**src/design/qrv_pkg.sv**
```systemverilog
// Shared types and widths for the quaternion vector rotation pipeline.
// No dependencies; used by every qrv_* module and the top level.

package qrv_pkg;

    localparam int QW   = 16;            // quaternion component width
    localparam int VW   = 16;            // vector component width
    localparam int OW   = 18;            // result component width
    localparam int P1_W = QW + VW;       // q * v product
    localparam int T_W  = P1_W + 1;      // sum of three products
    localparam int P2_W = T_W + QW;      // t * q product
    localparam int R_W  = P2_W + 3;      // sum of four products

    localparam int OUT_MAX = 131071;
    localparam int OUT_MIN = -131072;

    typedef struct packed {
        logic first;
        logic second;
    } t_stage_en;

    typedef struct packed {
        logic signed [QW-1:0] k;
        logic signed [QW-1:0] j;
        logic signed [QW-1:0] i;
        logic signed [QW-1:0] s;
    } t_quat;

endpackage

```
**src/design/qrv_round_sat.sv**
```systemverilog
// Round to nearest (ties up), drop the fraction bits and saturate; output register.
// Depends on qrv_pkg.

module qrv_round_sat #(
    parameter int QUAT_FRAC_BITS = 14
) (
    input  logic                              i_clk,
    input  logic                              i_en,
    input  logic signed [qrv_pkg::R_W-1:0]    i_r [3],
    output logic signed [qrv_pkg::OW-1:0]     o_rot [3],
    output logic                              o_sat
);

    localparam int SH    = 2 * QUAT_FRAC_BITS;
    localparam int BASE  = (SH + 1 > qrv_pkg::R_W) ? SH + 1 : qrv_pkg::R_W;
    localparam int ACC_W = BASE + 1;
    localparam logic signed [ACC_W-1:0] HALF  = ACC_W'(1) <<< (SH - 1);
    localparam logic signed [ACC_W-1:0] MAX_V = ACC_W'(qrv_pkg::OUT_MAX);
    localparam logic signed [ACC_W-1:0] MIN_V = ACC_W'(qrv_pkg::OUT_MIN);

    logic signed [ACC_W-1:0]      w_q   [3];
    logic signed [qrv_pkg::OW-1:0] n_rot [3];
    logic                         n_sat;
    logic signed [qrv_pkg::OW-1:0] r_rot [3];
    logic                         r_sat;

    always_comb begin
        n_sat = 1'b0;
        for (int c = 0; c < 3; c++) begin
            w_q[c] = (ACC_W'(i_r[c]) + HALF) >>> SH;
            if (w_q[c] > MAX_V) begin
                n_rot[c] = qrv_pkg::OW'(qrv_pkg::OUT_MAX);
                n_sat    = 1'b1;
            end else if (w_q[c] < MIN_V) begin
                n_rot[c] = qrv_pkg::OW'(qrv_pkg::OUT_MIN);
                n_sat    = 1'b1;
            end else begin
                n_rot[c] = w_q[c][qrv_pkg::OW-1:0];
            end
        end
    end

    always_ff @(posedge i_clk) begin
        if (i_en) begin
            r_rot <= n_rot;
            r_sat <= n_sat;
        end
    end

    assign o_rot = r_rot;
    assign o_sat = r_sat;

endmodule

```
**config.mk**
```make
export PLATFORM = sky130hd
export DESIGN_NAME = qrv_round_sat
export DESIGN_NICKNAME = d
export VERILOG_FILES = /design/src/design/qrv_pkg.sv /design/src/design/qrv_round_sat.sv
export SDC_FILE = /design/constraint.sdc
export NUM_CORES = 1
export LEC_CHECK = 0
export BUFFER_PORTS_ARGS = -buffer_cell sky130_fd_sc_hd__buf_2
export CAP_MARGIN = 20
export CORE_MARGIN = 10
export CORE_UTILIZATION = 47
export CTS_BUF_LIST = sky130_fd_sc_hd__clkbuf_8
export CTS_CLUSTER_SIZE = 14
export DETAILED_ROUTE_END_ITERATION = 12
export PLACE_DENSITY_LB_ADDON = 0.25
export SLEW_MARGIN = 20
export SYNTH_ARGS = -nofsm -noshare
export SYNTH_HDL_FRONTEND = slang
export SYNTH_SLANG_ARGS = --single-unit
```
**constraint.sdc**
```tcl
create_clock -name i_clk -period 3.19 [get_ports i_clk]
set_input_delay 0.319 -clock i_clk [delete_from_list [all_inputs] [get_ports i_clk]]
set_output_delay 0.319 -clock i_clk [all_outputs]
set_load 0.05 [all_outputs]
```
After elaboration in Yosys (flattened, before gate mapping) --
Cells that the tools add are included.
Word-level totals: register bits 55, latch bits 0, RAM bits 0, input port bits 158, memories kept 0, memory bits (read-only) 0, logic and storage cells 18
Cells by class: $mul 0, shifts and indexed selects 0, add/subtract/negate cells 3, bitwise operators 0, reductions and logical operators 1, equal/unequal tests 0, mux-type cells 4, magnitude comparators 6, divide/modulo/power cells 0
Operator list (number):
- adder 52 x 29 -> 53 bit (second input constant) | 3
- > comparator 25 x 18 -> 1 bit (second input constant) | 3
- < comparator 25 x 18 -> 1 bit (second input constant) | 3
- two-way mux 18 bit | 3
- OR reduction 5 bit | 1
- two-way mux 1 bit | 1

Depth between registers and ports, before layout --
Gate-level depths: netlist of run 1.
depth after elaboration 3, depth in mapped cells 10

Worst setup path before layout of run 1 --
No wires, ideal clock.
kind input to register, start in i_r[87] (netlist name), end reg r_rot (netlist bit o_rot[25]) (data pin), path slack 0.642 ns, cell stages on the path 9, required time 2.930 ns, library setup time 0.260 ns, arrival 2.288 ns, path through nand3_2 or4_4 or2_1 buf_6 mux2_4 o22a_4 o31ai_4 buf_6 o21ai_1
Between the ends: longest elaborated chain between the ends 3, elaborated cells on any way between the ends 4
RTL lines:
- start, declared | line qrv_round_sat.sv:9 | input logic signed [qrv_pkg::R_W-1:0] i_r [3],
- adder 52 x 29 -> 53 bit * | line qrv_round_sat.sv:30 | w_q[c] = (ACC_W'(i_r[c]) + HALF) >>> SH;
- < comparator 25 x 18 -> 1 bit | line qrv_round_sat.sv:34 | end else if (w_q[c] < MIN_V) begin
- two-way mux 18 bit | line qrv_round_sat.sv:34
- end signal, assigned | line qrv_round_sat.sv:45 | r_rot <= n_rot;
- end, declared | line qrv_round_sat.sv:24 | logic signed [qrv_pkg::OW-1:0] r_rot [3];
Every way passes the cells marked *; elsewhere a longest branch is shown, timed or not. A chain may end at the register's enable or synchronous reset.

Final worst setup path of run 1 --
start in i_r[144] (netlist name), end reg r_rot (netlist bit o_rot[51]) (data pin)
The elaborated chain is that of the path after synthesis.

==> results of run 1 <==
through the flow:
stage	utilization [%]	hold WS, ns
2_1_floorplan	-	0.431
4_1_cts	58.4	0.403
3_5_place_dp	57.3	0.724
3_3_place_gp	57.3	0.711
5_1_grt	58.4	0.406
6_report	58.4	0.403
placed cells by master, fill, tap and decap left out, types with 2 or more instances in the layout:
cell type and n:
xnor2_1 27, buf_4 6, buf_2 131, nor3_1 12, nor2_1 34, nand3b_1 2
nor4b_1 2, edfxtp_1 55, nand3_1 29, nand2_1 37, a211oi_1 2, and2_1 4
xor2_1 32, and4_2 2, nand2b_1 2, a21o_1 5, or3_1 5, or4_4 2
nor4_1 11, clkinv_1 2, and3_1 8, inv_1 10, o21ai_1 8, and4_1 4
nand4_1 18, o21ai_2 3, mux2i_1 2, o21ai_0 35, ha_1 6, a21oi_1 12
clkbuf_8 5, or4_1 2, o211ai_1 2, or2_2 2, or2_1 2
kinds of logic (layout without fill, tap and decap cells):
kind of cell,count (synthesis),after routing,synth area share (%)
multiplexers,5,5,1.46
adder cells (fa/ha/maj),6,6,1.91
flip-flops,55,55,41.9
AO/OA/AOI/OAI,79,79,12.6
buffers and inverters,20,155,3.11
XOR/XNOR,59,59,13.1
AND/OR/NAND/NOR,187,187,25.9
sequential cells by signal, indices dropped and copies added (netlist names):
name	count
o_sat	1
o_rot	54
layer usage:
layer / vias up / wire (um)
met1: 1674 / 4290
met2: 108 / 5550
met5: - / 0
li1: 1807 / -
met3: 6 / 669
met4: 0 / 119
critical path, stage by stage:
cell and delay [ns]:
buf_2 0.13, nand4_1 0.14, or4_4 0.59, mux2_1 0.33
a211oi_1 0.21, nor4_2 0.10, nor2b_1 0.67, o21ai_0 0.24
worst min-delay path by stage:
stage               startpoint  depth (start not counted)  slack [ns]   endpoint
finish                 i_r[93]                          3        0.40  o_rot[31]
global route           i_r[93]                          3        0.41  o_rot[31]
CTS                    i_r[92]                          3        0.40  o_rot[30]
detailed placement     i_r[92]                          3        0.72  o_rot[30]
global placement       i_r[93]                          3        0.71  o_rot[31]
floorplan                 i_en                          0        0.43   o_rot[0]
power by group:
group,switching (uW),total (uW),internal (uW)
logic,400,540,140
registers,15.0,881,866
clock network,221,371,150
total,636,1790,1160
final cells by class:
| cell class | instances | share of cell area [%] |
|---|---|---|
| sequential | 55 | 34.6 |
| tap | 105 | 2.75 |
| clock buffer | 5 | 1.44 |
| clock inverter | 3 | 0.315 |
| multi-input combinational | 336 | 45.4 |
| timing repair buffer | 137 | 14.7 |
| inverter | 10 | 0.787 |
==> metrics.txt, run 1 <==
leading area contributor after synthesis edfxtp_1; HP Class in2reg; crit share post-route 85.4%; Slew HR approximately 44%; Storage cell area about 0.0017 mm2; Async SR Flop Fraction 0%; Final WS setup 0.466 ns; DP Cell Count around 640; Fill cells about 750; Worst setup startpoint i_r[144]; power per cell area around 380 mW/mm2; setup violators final 0; First DRT Iteration DRCs 159; CTS Sinks between 50 and 60; P&R area growth vs syn 21.1%; fmax approximately 0.37 GHz; final non-filler cell total around 650; Synth warnings 0; Setup TNS Final 0 ns; GRT Overall Usage 16.3%; commonest cells in the netlist edfxtp_1, nand2_1, o21ai_0; busiest grt layer met2; 1st-pass router iterations 4; met1 Use GR between 10% and 20%; Initial Util 48.2%; share of cells above drive strength 1 30.0%; Die Wd 112 um; final instance area ~0.0048 mm2; post-DP HPWL 8910 um; Critical Path Sink o_rot[51]; first-pass GRT wire length 17300 um; largest net degree at the start of global routing 33; worst vdd ir 0.000204 V; initial antenna violation count 0; top-count cell post-synth edfxtp_1; ANT nets after route 0; row cnt 33; vias in the first global route ~3600; H-tree depth 2; sequential share of the synthesized area about two fifths; Port Buffer Count roughly 130; pre-CTS WS roughly 0.13 ns; M2 GR Usage roughly 30%; Multi-input gate area around 0.0022 mm2; Area contributors post-synth edfxtp_1, xor2_1, xnor2_1; Resized Gates After CTS 0; Num CTS Buffers 5; clock buffer depth 2; Root Buffer clkbuf_8; final net count between 700 and 800; DRC viols 0; outcome complete, no violations; WL/cell 16.3 um; Mapped Nets 575; die area around 0.012 mm2; Worst Tran Pin Value ~0.84 ns; Pins Over Slew Limit 0; Ports 213; Ant. Diodes 0; met3 GRT Util 3.70%; Main synth FF type edfxtp_1; Die Y-Extent about 110 um; CP Capture Type flop; Hold Violations, Final 0; WP data arrival 2.74 ns; area of the core between 0.008 and 0.009 mm2; Yosys top cell area share between 40% and 50%; crit path max fanout 17; GP Congestion 0.962; Post-CTS Hold Fix Bufs 0; post-layout minimum cycle time 2.72 ns; post-CTS setup buffers 0; EDFF count, synth 55; CTS tree yes; startpoint types input pin; Via density roughly 5.5; Vias ~3600; overflow left after global routing 0; Static Leakage roughly 0.0018 uW; Mapped Area about 0.0039 mm2; Seq cells post-synth 55; WS Path Type in2reg; synth unique cells 59; RSZ-0062 raised after global routing false; max_cap viols 0; cells after synthesis 411; final WL about 11000 um; Final Power 1790 uW; Synth Area per Inst 9.59 um2; placed cell area about 0.0047 mm2; WP data required approximately 3.2 ns; Worst-path clk slew 0.10 ns
No activity file was read; power rests on OpenSTA's default activity.
==> run 2: changes to the inputs <==
--- a/config.mk
+++ b/config.mk
@@ -8,10 +8,11 @@
 export BUFFER_PORTS_ARGS = -buffer_cell sky130_fd_sc_hd__buf_2
 export CAP_MARGIN = 20
 export CORE_MARGIN = 10
-export CORE_UTILIZATION = 47
+export CORE_UTILIZATION = 42
 export CTS_BUF_LIST = sky130_fd_sc_hd__clkbuf_8
 export CTS_CLUSTER_SIZE = 14
 export DETAILED_ROUTE_END_ITERATION = 12
+export MAX_ROUTING_LAYER = met4
 export PLACE_DENSITY_LB_ADDON = 0.25
 export SLEW_MARGIN = 20
 export SYNTH_ARGS = -nofsm -noshare
==> constraint.sdc (replaced) <==
create_clock -name i_clk -period 2.2 [get_ports i_clk]
set_input_delay 0.22 -clock i_clk [delete_from_list [all_inputs] [get_ports i_clk]]
set_output_delay 0.22 -clock i_clk [all_outputs]
set_load 0.05 [all_outputs]
==> metrics.txt, run 2 (synthesis results as in run 1) <==
Post-CTS Hold Fix Bufs 0; Static Leakage between 0.002 and 0.0025 uW; Pins Over Slew Limit 0; row cnt 35; placed cell area 0.00558 mm2; Psw about 960 uW; share of cells above drive strength 1 43.8%; First DRT Iteration DRCs 165; Fill cells slightly above 800; final instance area 0.00573 mm2; Port Buffer Count 131; commonest non-fill, non-tap cells in the layout buf_2, buf_4, edfxtp_1; Vias slightly above 4000; 1st-pass router iterations 5; Hold Violations, Final 0; Clk pwr share 19.8%; area of the core about 0.0092 mm2; Initial Util between 40% and 50%; WS Path Type in2reg; initial antenna violation count 0; HP Class in2reg; Die Y-Extent 117 um; crit share post-route a little over nine tenths; overflow left after global routing 0; setup violators final 0; worst vdd ir between 0.0002 and 0.00025 V; number of flip-flops in the largest register between 50 and 60; hold slack around 0.33 ns; Ports ~210; max_cap viols 0; Root Buffer clkbuf_8; sw frac between 30% and 40%; CTS Sinks 55; P&R area growth vs syn 45.4%; ANT nets after route 0; GRT Overall Usage between 15 and 20%; Worst Tran Pin Value 0.645 ns; post-layout minimum cycle time 2.15 ns; outcome complete, no violations; crit path max fanout 10; first-pass GRT wire length approximately 19000 um; final WL about 12000 um; Ant. Diodes 0; DRC viols 0; startpoint types input pin; CTS tree yes; final net count approximately 820; Worst-path clk slew 0.10 ns; WP data required 2.27 ns; Die Wd ~120 um; post-DP HPWL 10000 um; combinational share of power about a third; sequential power share 46.4%; WL/cell around 16 um; CP Capture Type flop; GP Congestion 0.963; Slew HR 57.0%; Pint about 1800 uW; vias in the first global route slightly above 4000; H-tree depth 2; largest net degree at the start of global routing 56; Num CTS Buffers 5; die area roughly 0.014 mm2; clock buffer depth 2; Via density 5.25; commonest non-fill, non-tap cell in the layout buf_2; fmax 0.465 GHz; power per cell area between 400 and 500 mW/mm2; RSZ-0062 raised after global routing true; WP data arrival around 2.2 ns
run 2: cell count changes in the layout (fill, tap and decap cells not counted), sizes merged:
cell    before  now
clkinv       2    1
inv         10   11
buf        137  247
run 2: layout make-up:
class / instances / area, um2 / share of cell area (%)
tap: 111 / 139 / 2.42
clock inverter: 3 / 16.3 / 0.284
clock buffer: 5 / 68.8 / 1.20
sequential: 55 / 1650 / 28.8
multi-input combinational: 336 / 2240 / 39.1
timing repair buffer: 247 / 1580 / 27.5
inverter: 10 / 37.5 / 0.655
run 2: timing repair:
item | in CTS | in global routing
hold endpoints to repair | 0 | 0
setup endpoints to repair | 15 | 27
gates resized for setup | 1 | 8
pin swaps | 0 | 3
buffers inserted | 0 | 1
run 2: routing by layer:
layer | global-route usage, % | vias to the layer above | wire, um
met3 | 2.50 | 11 | 525
met5 | - | - | 0
met2 | 33.1 | 126 | 6390
li1 | - | 2026 | -
met1 | 19.1 | 1861 | 4810
met4 | 4.20 | 0 | 172
run 2: critical path, stage by stage:
cell and delay (ns):
buf_2 0.09, nand4_1 0.09, or4_4 0.56, or2_4 0.28, mux2_4 0.30, o22a_4 0.20
o31ai_4 0.25, buf_12 0.17, o21ai_1 0.06
run 2: worst paths after layout:
kind / from / end / slack (ns) / cells after the start
setup / recovery: i_r[97] / o_rot[31] / 0.05 / 9
hold / removal: i_r[39] / o_rot[11] / 0.33 / 3
run 2: through the flow:
step	std cells	utilization [%]	total power, uW	setup slack (ns)	TNS, ns
2_1_floorplan	411	-	1820	-0.176	-1.90
3_3_place_gp	758	60.7	2210	-0.251	-8.94
3_5_place_dp	758	60.7	2220	-0.370	-11.26
4_1_cts	766	61.7	2760	0.0367	0
5_1_grt	767	62.3	2870	-0.0291	-0.104
6_report	767	62.3	2750	0.0511	0
run 2: power by group through the flow:
| stage | clock network (uW) | logic, uW | registers [uW] |
|---|---|---|---|
| 2_1_floorplan | 0 | 196 | 1620 |
| 3_3_place_gp | 0 | 910 | 1300 |
| 3_5_place_dp | 0 | 923 | 1300 |
| 4_1_cts | 555 | 926 | 1280 |
| 5_1_grt | 593 | 995 | 1280 |
| 6_report | 542 | 930 | 1270 |
